==> src/cdfuv_pkg.sv <==
// Shared constants and types for the cube direction to face/UV block.
// No dependencies; imported by every module of the block.
`timescale 1ns / 1ps

package cdfuv_pkg;

  // Default widths of the direction components and the face coordinates
  localparam int unsigned CoordWidthDef = 16;
  localparam int unsigned UvWidthDef    = 16;

  // Face codes
  localparam logic [2:0] FACE_POS_X = 3'd0;
  localparam logic [2:0] FACE_NEG_X = 3'd1;
  localparam logic [2:0] FACE_POS_Y = 3'd2;
  localparam logic [2:0] FACE_NEG_Y = 3'd3;
  localparam logic [2:0] FACE_POS_Z = 3'd4;
  localparam logic [2:0] FACE_NEG_Z = 3'd5;

  // Per-item control that rides along the divider chain
  typedef struct packed {
    logic       valid;
    logic [2:0] face;
    logic       zero;   // all components zero
    logic       sat_u;  // u numerator equals full scale
    logic       sat_v;  // v numerator equals full scale
  } ctrl_t;

endpackage

==> src/cdfuv_select.sv <==
// Front stage: major axis and face selection, numerator/denominator setup.
// Depends on cdfuv_pkg.
`timescale 1ns / 1ps

module cdfuv_select #(
  parameter int unsigned COORD_WIDTH = cdfuv_pkg::CoordWidthDef
) (
  input  logic                     clk_i,
  input  logic                     rst_ni,
  input  logic                     start_i,
  input  logic [COORD_WIDTH-1:0]   dir_x_i,
  input  logic [COORD_WIDTH-1:0]   dir_y_i,
  input  logic [COORD_WIDTH-1:0]   dir_z_i,
  output cdfuv_pkg::ctrl_t         ctrl_o,
  output logic [COORD_WIDTH:0]     den_o,
  output logic [COORD_WIDTH+1:0]   rem_u_o,
  output logic [COORD_WIDTH+1:0]   rem_v_o
);
  import cdfuv_pkg::*;

  localparam int unsigned MW = COORD_WIDTH + 1;  // magnitude / numerator width
  localparam int unsigned RW = COORD_WIDTH + 2;  // remainder width

  logic signed [MW-1:0] xs, ys, zs;
  logic        [MW-1:0] ax, ay, az, m;
  logic signed [MW-1:0] nu, nv;
  logic        [2:0]    face;
  logic                 x_major, y_major;
  logic signed [RW-1:0] sum_u, sum_v;
  logic        [RW-1:0] den_ext;

  ctrl_t               ctrl_d, ctrl_q;
  logic [MW-1:0]       den_d, den_q;
  logic [RW-1:0]       rem_u_d, rem_u_q, rem_v_d, rem_v_q;

  // Sign-extend and take magnitudes; the most negative value stays exact
  always_comb begin
    xs = {dir_x_i[COORD_WIDTH-1], dir_x_i};
    ys = {dir_y_i[COORD_WIDTH-1], dir_y_i};
    zs = {dir_z_i[COORD_WIDTH-1], dir_z_i};
    ax = xs[MW-1] ? MW'(-xs) : MW'(xs);
    ay = ys[MW-1] ? MW'(-ys) : MW'(ys);
    az = zs[MW-1] ? MW'(-zs) : MW'(zs);
  end

  // Major axis: ties go to x, then y; zero major counts as positive
  always_comb begin
    x_major = (ax >= ay) && (ax >= az);
    y_major = (ay >= az);
    if (x_major) begin
      m    = ax;
      face = xs[MW-1] ? FACE_NEG_X : FACE_POS_X;
      nu   = xs[MW-1] ? zs : -zs;
      nv   = ys;
    end else if (y_major) begin
      m    = ay;
      face = ys[MW-1] ? FACE_NEG_Y : FACE_POS_Y;
      nu   = xs;
      nv   = ys[MW-1] ? zs : -zs;
    end else begin
      m    = az;
      face = zs[MW-1] ? FACE_NEG_Z : FACE_POS_Z;
      nu   = zs[MW-1] ? -xs : xs;
      nv   = ys;
    end
  end

  // Numerators shifted into [0, 2m], denominator 2m
  always_comb begin
    sum_u   = $signed({nu[MW-1], nu}) + $signed({1'b0, m});
    sum_v   = $signed({nv[MW-1], nv}) + $signed({1'b0, m});
    den_d   = {m[MW-2:0], 1'b0};
    den_ext = {1'b0, den_d};
    rem_u_d = RW'(sum_u);
    rem_v_d = RW'(sum_v);

    ctrl_d.valid = start_i;
    ctrl_d.face  = face;
    ctrl_d.zero  = (m == '0);
    ctrl_d.sat_u = (m != '0) && (rem_u_d == den_ext);
    ctrl_d.sat_v = (m != '0) && (rem_v_d == den_ext);
  end

  // Control register
  always_ff @(posedge clk_i or negedge rst_ni) begin
    if (!rst_ni) begin
      ctrl_q <= '0;
    end else begin
      ctrl_q <= ctrl_d;
    end
  end

  // Payload registers
  always_ff @(posedge clk_i) begin
    den_q   <= den_d;
    rem_u_q <= rem_u_d;
    rem_v_q <= rem_v_d;
  end

  assign ctrl_o  = ctrl_q;
  assign den_o   = den_q;
  assign rem_u_o = rem_u_q;
  assign rem_v_o = rem_v_q;

endmodule

==> src/cdfuv_div_cell.sv <==
// One cell of the restoring divider chain: one quotient bit for u and v.
// Depends on cdfuv_pkg.
`timescale 1ns / 1ps

module cdfuv_div_cell #(
  parameter int unsigned COORD_WIDTH = cdfuv_pkg::CoordWidthDef,
  parameter int unsigned UV_WIDTH    = cdfuv_pkg::UvWidthDef
) (
  input  logic                     clk_i,
  input  logic                     rst_ni,
  input  cdfuv_pkg::ctrl_t         ctrl_i,
  input  logic [COORD_WIDTH:0]     den_i,
  input  logic [COORD_WIDTH+1:0]   rem_u_i,
  input  logic [COORD_WIDTH+1:0]   rem_v_i,
  input  logic [UV_WIDTH-1:0]      quo_u_i,
  input  logic [UV_WIDTH-1:0]      quo_v_i,
  output cdfuv_pkg::ctrl_t         ctrl_o,
  output logic [COORD_WIDTH:0]     den_o,
  output logic [COORD_WIDTH+1:0]   rem_u_o,
  output logic [COORD_WIDTH+1:0]   rem_v_o,
  output logic [UV_WIDTH-1:0]      quo_u_o,
  output logic [UV_WIDTH-1:0]      quo_v_o
);
  import cdfuv_pkg::*;

  localparam int unsigned RW = COORD_WIDTH + 2;

  logic [RW-1:0]       den_ext, sh_u, sh_v;
  logic                ge_u, ge_v;

  ctrl_t               ctrl_q;
  logic [COORD_WIDTH:0] den_q;
  logic [RW-1:0]       rem_u_d, rem_u_q, rem_v_d, rem_v_q;
  logic [UV_WIDTH-1:0] quo_u_d, quo_u_q, quo_v_d, quo_v_q;

  // Shift, compare against the divisor, subtract when it fits
  always_comb begin
    den_ext = {1'b0, den_i};
    sh_u    = {rem_u_i[RW-2:0], 1'b0};
    sh_v    = {rem_v_i[RW-2:0], 1'b0};
    ge_u    = (sh_u >= den_ext);
    ge_v    = (sh_v >= den_ext);
    rem_u_d = ge_u ? (sh_u - den_ext) : sh_u;
    rem_v_d = ge_v ? (sh_v - den_ext) : sh_v;
    quo_u_d = {quo_u_i[UV_WIDTH-2:0], ge_u};
    quo_v_d = {quo_v_i[UV_WIDTH-2:0], ge_v};
  end

  // Control register
  always_ff @(posedge clk_i or negedge rst_ni) begin
    if (!rst_ni) begin
      ctrl_q <= '0;
    end else begin
      ctrl_q <= ctrl_i;
    end
  end

  // Payload registers
  always_ff @(posedge clk_i) begin
    den_q   <= den_i;
    rem_u_q <= rem_u_d;
    rem_v_q <= rem_v_d;
    quo_u_q <= quo_u_d;
    quo_v_q <= quo_v_d;
  end

  assign ctrl_o  = ctrl_q;
  assign den_o   = den_q;
  assign rem_u_o = rem_u_q;
  assign rem_v_o = rem_v_q;
  assign quo_u_o = quo_u_q;
  assign quo_v_o = quo_v_q;

endmodule

==> src/cube_direction_to_face_uv.sv <==
// Top level: cube-map face selection and face UV, fully pipelined.
// Depends on cdfuv_pkg, cdfuv_select and cdfuv_div_cell.
`timescale 1ns / 1ps

// One direction is taken every clock cycle; busy is always low and the
// receiver cannot stall. Each item's result is strobed on valid_o for one
// cycle, and the receiver takes it during that strobe. The result passes
// through one register for face selection, one divider cell per bit of the
// face coordinates (UV_WIDTH cells in a row, each producing one quotient
// bit of u and v), and one output register. Results leave in the order
// the items came in.

module cube_direction_to_face_uv #(
  parameter int unsigned COORD_WIDTH = cdfuv_pkg::CoordWidthDef,
  parameter int unsigned UV_WIDTH    = cdfuv_pkg::UvWidthDef
) (
  input  logic                   clk_i,
  input  logic                   rst_ni,
  input  logic                   start,
  output logic                   busy,
  input  logic [COORD_WIDTH-1:0] dir_x_i,
  input  logic [COORD_WIDTH-1:0] dir_y_i,
  input  logic [COORD_WIDTH-1:0] dir_z_i,
  output logic                   valid_o,
  output logic [2:0]             face_o,
  output logic [UV_WIDTH-1:0]    coord_u_o,
  output logic [UV_WIDTH-1:0]    coord_v_o,
  output logic                   zero_vector_o
);
  import cdfuv_pkg::*;

  localparam int unsigned RW = COORD_WIDTH + 2;

  ctrl_t                ctrl_c  [UV_WIDTH+1];
  logic [COORD_WIDTH:0] den_c   [UV_WIDTH+1];
  logic [RW-1:0]        rem_u_c [UV_WIDTH+1];
  logic [RW-1:0]        rem_v_c [UV_WIDTH+1];
  logic [UV_WIDTH-1:0]  quo_u_c [UV_WIDTH+1];
  logic [UV_WIDTH-1:0]  quo_v_c [UV_WIDTH+1];

  logic                valid_q;
  logic [2:0]          face_d, face_q;
  logic [UV_WIDTH-1:0] u_d, u_q, v_d, v_q;
  logic                zero_q;

  // Never holds off the sender
  assign busy = 1'b0;

  // Face selection and divider setup
  cdfuv_select #(
    .COORD_WIDTH (COORD_WIDTH)
  ) u_select (
    .clk_i   (clk_i),
    .rst_ni  (rst_ni),
    .start_i (start),
    .dir_x_i (dir_x_i),
    .dir_y_i (dir_y_i),
    .dir_z_i (dir_z_i),
    .ctrl_o  (ctrl_c[0]),
    .den_o   (den_c[0]),
    .rem_u_o (rem_u_c[0]),
    .rem_v_o (rem_v_c[0])
  );

  assign quo_u_c[0] = '0;
  assign quo_v_c[0] = '0;

  // Divider chain, one quotient bit per cell
  for (genvar i = 0; i < UV_WIDTH; i++) begin : g_cell
    cdfuv_div_cell #(
      .COORD_WIDTH (COORD_WIDTH),
      .UV_WIDTH    (UV_WIDTH)
    ) u_cell (
      .clk_i   (clk_i),
      .rst_ni  (rst_ni),
      .ctrl_i  (ctrl_c[i]),
      .den_i   (den_c[i]),
      .rem_u_i (rem_u_c[i]),
      .rem_v_i (rem_v_c[i]),
      .quo_u_i (quo_u_c[i]),
      .quo_v_i (quo_v_c[i]),
      .ctrl_o  (ctrl_c[i+1]),
      .den_o   (den_c[i+1]),
      .rem_u_o (rem_u_c[i+1]),
      .rem_v_o (rem_v_c[i+1]),
      .quo_u_o (quo_u_c[i+1]),
      .quo_v_o (quo_v_c[i+1])
    );
  end

  // Final fix-up: zero vector clears, full scale saturates
  always_comb begin
    face_d = ctrl_c[UV_WIDTH].face;
    if (ctrl_c[UV_WIDTH].zero) begin
      u_d = '0;
      v_d = '0;
    end else begin
      u_d = ctrl_c[UV_WIDTH].sat_u ? '1 : quo_u_c[UV_WIDTH];
      v_d = ctrl_c[UV_WIDTH].sat_v ? '1 : quo_v_c[UV_WIDTH];
    end
  end

  // Output strobe
  always_ff @(posedge clk_i or negedge rst_ni) begin
    if (!rst_ni) begin
      valid_q <= 1'b0;
    end else begin
      valid_q <= ctrl_c[UV_WIDTH].valid;
    end
  end

  // Output payload
  always_ff @(posedge clk_i) begin
    face_q <= face_d;
    u_q    <= u_d;
    v_q    <= v_d;
    zero_q <= ctrl_c[UV_WIDTH].zero;
  end

  assign valid_o       = valid_q;
  assign face_o        = face_q;
  assign coord_u_o     = u_q;
  assign coord_v_o     = v_q;
  assign zero_vector_o = zero_q;

endmodule

==> config.mk <==
export PLATFORM = sky130hd
export DESIGN_NAME = cube_direction_to_face_uv
export DESIGN_NICKNAME = d
export VERILOG_FILES = /design/src/cdfuv_pkg.sv /design/src/cdfuv_select.sv /design/src/cdfuv_div_cell.sv /design/src/cube_direction_to_face_uv.sv
export SDC_FILE = /design/constraint.sdc
export NUM_CORES = 2
export LEC_CHECK = 0
export BUFFER_PORTS_ARGS = -buffer_cell sky130_fd_sc_hd__buf_2
export CORE_MARGIN = 5
export CORE_UTILIZATION = 40
export DETAILED_ROUTE_END_ITERATION = 10
export SLEW_MARGIN = 5
export SYNTH_ARGS = -nofsm -noshare
export SYNTH_HDL_FRONTEND = slang
export SYNTH_HIERARCHICAL = 1
export SYNTH_SLANG_ARGS = --single-unit
==> constraint.sdc <==
create_clock -name clk_i -period 2.55 [get_ports clk_i]
set_clock_uncertainty 0.05 [all_clocks]
set_input_delay 0.51 -clock clk_i [delete_from_list [all_inputs] [get_ports clk_i]]
set_output_delay 0.51 -clock clk_i [all_outputs]
set_load 0.03 [all_outputs]
==> flow_results.org <==
** Clock tree
- The clock passes through at most 3 buffers.
- TritonCTS clock tree :: built
- Htree depth :: 4
- Count of clock tree sinks :: 1,243
- Number of clock buffers inserted by TritonCTS :: 139
- Clock-pin slew was measured on the worst setup and hold paths at 0.07 ns.
- Clock latency on the worst-skew pair, taken at its later pin, is 0.80 ns.
- The tree is rooted in a clkbuf_16.

** Critical path
- Worst Path Max Fanout :: 5
- The slowest stage of the critical path is the or4_4 cell.
- Buffers and inverters on the worst path :: 3
- The critical path in this run is classified as in -> reg.
- STA classifies the critical path endpoint as a register.
- In this run the number of cells on the critical path is 29.
- Cell family with most CP delay :: simple AND/OR/NAND/NOR gates
- Required time reported for the critical path endpoint :: 3.16 ns
- STA classifies the critical path startpoint as an input port.
- The worst register-to-register path has a depth of 9.
- Data on the critical path arrives at its endpoint at 6.93 ns.
- Critical path's largest stage delay :: 0.55 ns

** GRT
- Global-route wire length before repair :: 320 mm
- Largest net degree at the start of global routing :: 58
- Aggregate global routing overflow :: 0
- GRT Total Usage :: 24.0%
- Number of global-route vias before repair :: 56,100
- Antenna violations before repair :: 10

** Timing
- For the pin with the worst max-slew slack, the measured transition is 0.577 ns.
- The number of hold-slack violations in the final timing report came to 0.
- Slew Limit Headroom :: 61.3%
- Setup violations remaining at the end of the flow were counted as 231.
- The smallest clock period supported by the final layout is computed as 6.32 ns.
- RSZ-0062 raised after global routing :: true
- Static timing analysis puts the maximum clock frequency at 0.158 GHz.
- Final setup TNS :: -127.57 ns
- Post-route clock period utilization :: 248%
- The max-slew violation count came to 0.
- Final WS setup :: -3.77 ns

** Cells and area
- Registers take 25,700 um^2.
- Area delta synth->final :: 44.5%
- Once layout is complete, the utilization of the core stands at 58.1%.
- At the end of the flow, the number of nets in the layout was 9,413.
- The post-route netlist has 38.5% of its cells at a drive strength greater than 1.
- Number of filler cells placed in the layout :: 13,800
- Area used by multi-input combinational logic :: 42,800 um^2
- Final instance area :: 93,200 um^2
- The finished layout holds 11,000 standard cells, fillers aside.

** Synth
- Number of synthesis warnings :: 6
- Summing every instance area after synthesis gives 64,500 um^2.
- Synthesized netlist cell count :: 6,924
- Post-Syn Area per Cell :: 9.32 um^2

** Detailed routing
- Residual DRC count :: 0
- Before antenna repair, the detailed router went through 6 iterations.
- The detail route stage leaves a number of antenna-violating nets equal to 0.
- In the final routed layout, each cell accounts on average for 19.9 um.
- Across all layers, the routed design uses 57,800 vias.
- Dividing the detail-routed via count by the number of cells gives 5.27.
- Final wirelength :: 219 mm
- The detailed router finished its first iteration with 3,937 violations.

** Floorplan
- Y dimension of the die :: 412 um
- Starting utilization of the core area :: 40.2%
- Core Region :: 161,000 um^2
- Width of the die :: 412 um
- Top-level I/O count :: 89
- The initialized floorplan defines 147 standard-cell rows.
- The floorplan step defined a die boundary enclosing 169,000 um^2.

** Flow run
- Number of maximum-capacitance violations :: 0

** Place
- The number of placed instances, taps included, is 10,500.
- HPWL reported at the end of detailed placement :: 170 mm
- The placed instances occupy a cell area of 78,600 um^2.
- The congestion estimate from routability-driven global placement came to 0.969.
- During placement, the flow inserted port buffers numbering 87.

** Worst hold path
- The path class of the tightest hold or removal check is in -> async.

** Outcome
- The flow ran to the end, but the final reports show violations.
- The final reports fail on setup timing.
[layout make-up]
| cell class | instances | share of cell area, % |
|---|---|---|
| repair inverters | 1 | 0.00805 |
| repair buffers | 1818 | 16.2 |
| clock buffers | 181 | 4.15 |
| inverters | 472 | 1.97 |
| multi-input cells | 5025 | 46.0 |
| diodes | 5 | 0.0134 |
| clock inverters | 75 | 1.16 |
| flip-flops and latches | 1243 | 27.6 |
| well taps | 2160 | 2.90 |
[cell usage in the layout (no fill, tap or decap), types with 154 or more instances in the layout]
cell,n
buf_6,188
nand2_1,397
a21oi_1,471
ha_1,466
a21o_1,167
clkbuf_16,154
xor2_1,225
nor2_1,437
inv_1,373
o21ai_0,260
dfxtp_1,986
buf_4,1460
xnor2_1,223
[metrics by stage]
step	hold WS, ns	setup slack (ns)
2_1_floorplan	0.164	-4.63
3_3_place_gp	0.260	-4.78
3_5_place_dp	0.262	-4.84
4_1_cts	0.136	-3.50
5_1_grt	0.213	-3.96
6_report	0.172	-3.77
[final timing paths]
path                                                        startpoint                                    end  slack (ns)
max in group asynchronous                                       rst_ni   g_cell[7].u_cell/ctrl_o[1]$_DFF_PN0_        1.60
worst max-delay path                                        dir_x_i[3]           u_select/ctrl_o[1]$_DFF_PN0_       -3.77
worst min register to register   g_cell[12].u_cell/quo_u_o[10]$_DFF_P_  g_cell[13].u_cell/quo_u_o[11]$_DFF_P_        0.25
min in group clk_i               g_cell[12].u_cell/quo_u_o[10]$_DFF_P_  g_cell[13].u_cell/quo_u_o[11]$_DFF_P_        0.25
worst min-delay path                                            rst_ni           u_select/ctrl_o[6]$_DFF_PN0_        0.17
worst max register to register  g_cell[4].u_cell/rem_v_o[0]$_SDFF_PN0_    g_cell[5].u_cell/rem_v_o[6]$_DFF_P_       -0.25
[routing by layer]
| metal | global-route usage [%] | part of all wire, % | vias up |
|---|---|---|---|
| met5 | 0 | 0.0059 | - |
| met2 | 40.8 | 48 | 1476 |
| li1 | - | - | 28200 |
| met3 | 3.29 | 4.5 | 396 |
| met4 | 7.98 | 3.9 | 2 |
| met1 | 31.3 | 44 | 27700 |
[state kept, by name, indices dropped and copies added, names as in the netlist]
signal,flops
coord_u_o,16
coord_v_o,16
face_o,3
g_cell.u_cell/ctrl_o,112
g_cell.u_cell/den_o,255
g_cell.u_cell/quo_u_o,136
g_cell.u_cell/quo_v_o,136
g_cell.u_cell/rem_u_o,255
g_cell.u_cell/rem_v_o,255
u_select/ctrl_o,7
u_select/den_o,16
u_select/rem_u_o,17
u_select/rem_v_o,17
valid_o,1
zero_vector_o,1
[what timing repair did]
action | in CTS | in global routing
pin swaps | 82 | 303
resized for setup | 302 | 1394
endpoints found under the hold margin | 54 | 0
hold buffers | 2 | 0
cloned | 2 | 18
setup endpoints to repair | 519 | 564
buffers inserted | 52 | 205
[worst register-to-register path, delay by kind of cell, from the launching register on]
| kind | cells | cell delay, ns |
|---|---|---|
| buffers and inverters | 2 | 0.27 |
| and+or+nand+nor | 3 | 0.73 |
| adders and majority gates | 1 | 0.38 |
| muxes | 1 | 0.29 |
| AOI/OAI and AO/OA | 2 | 0.64 |
| DFF | 1 | 0.33 |
Power is left out: the tool's default activity adds up to more than one toggle a clock period on the data nets, which glitch-free logic cannot reach.
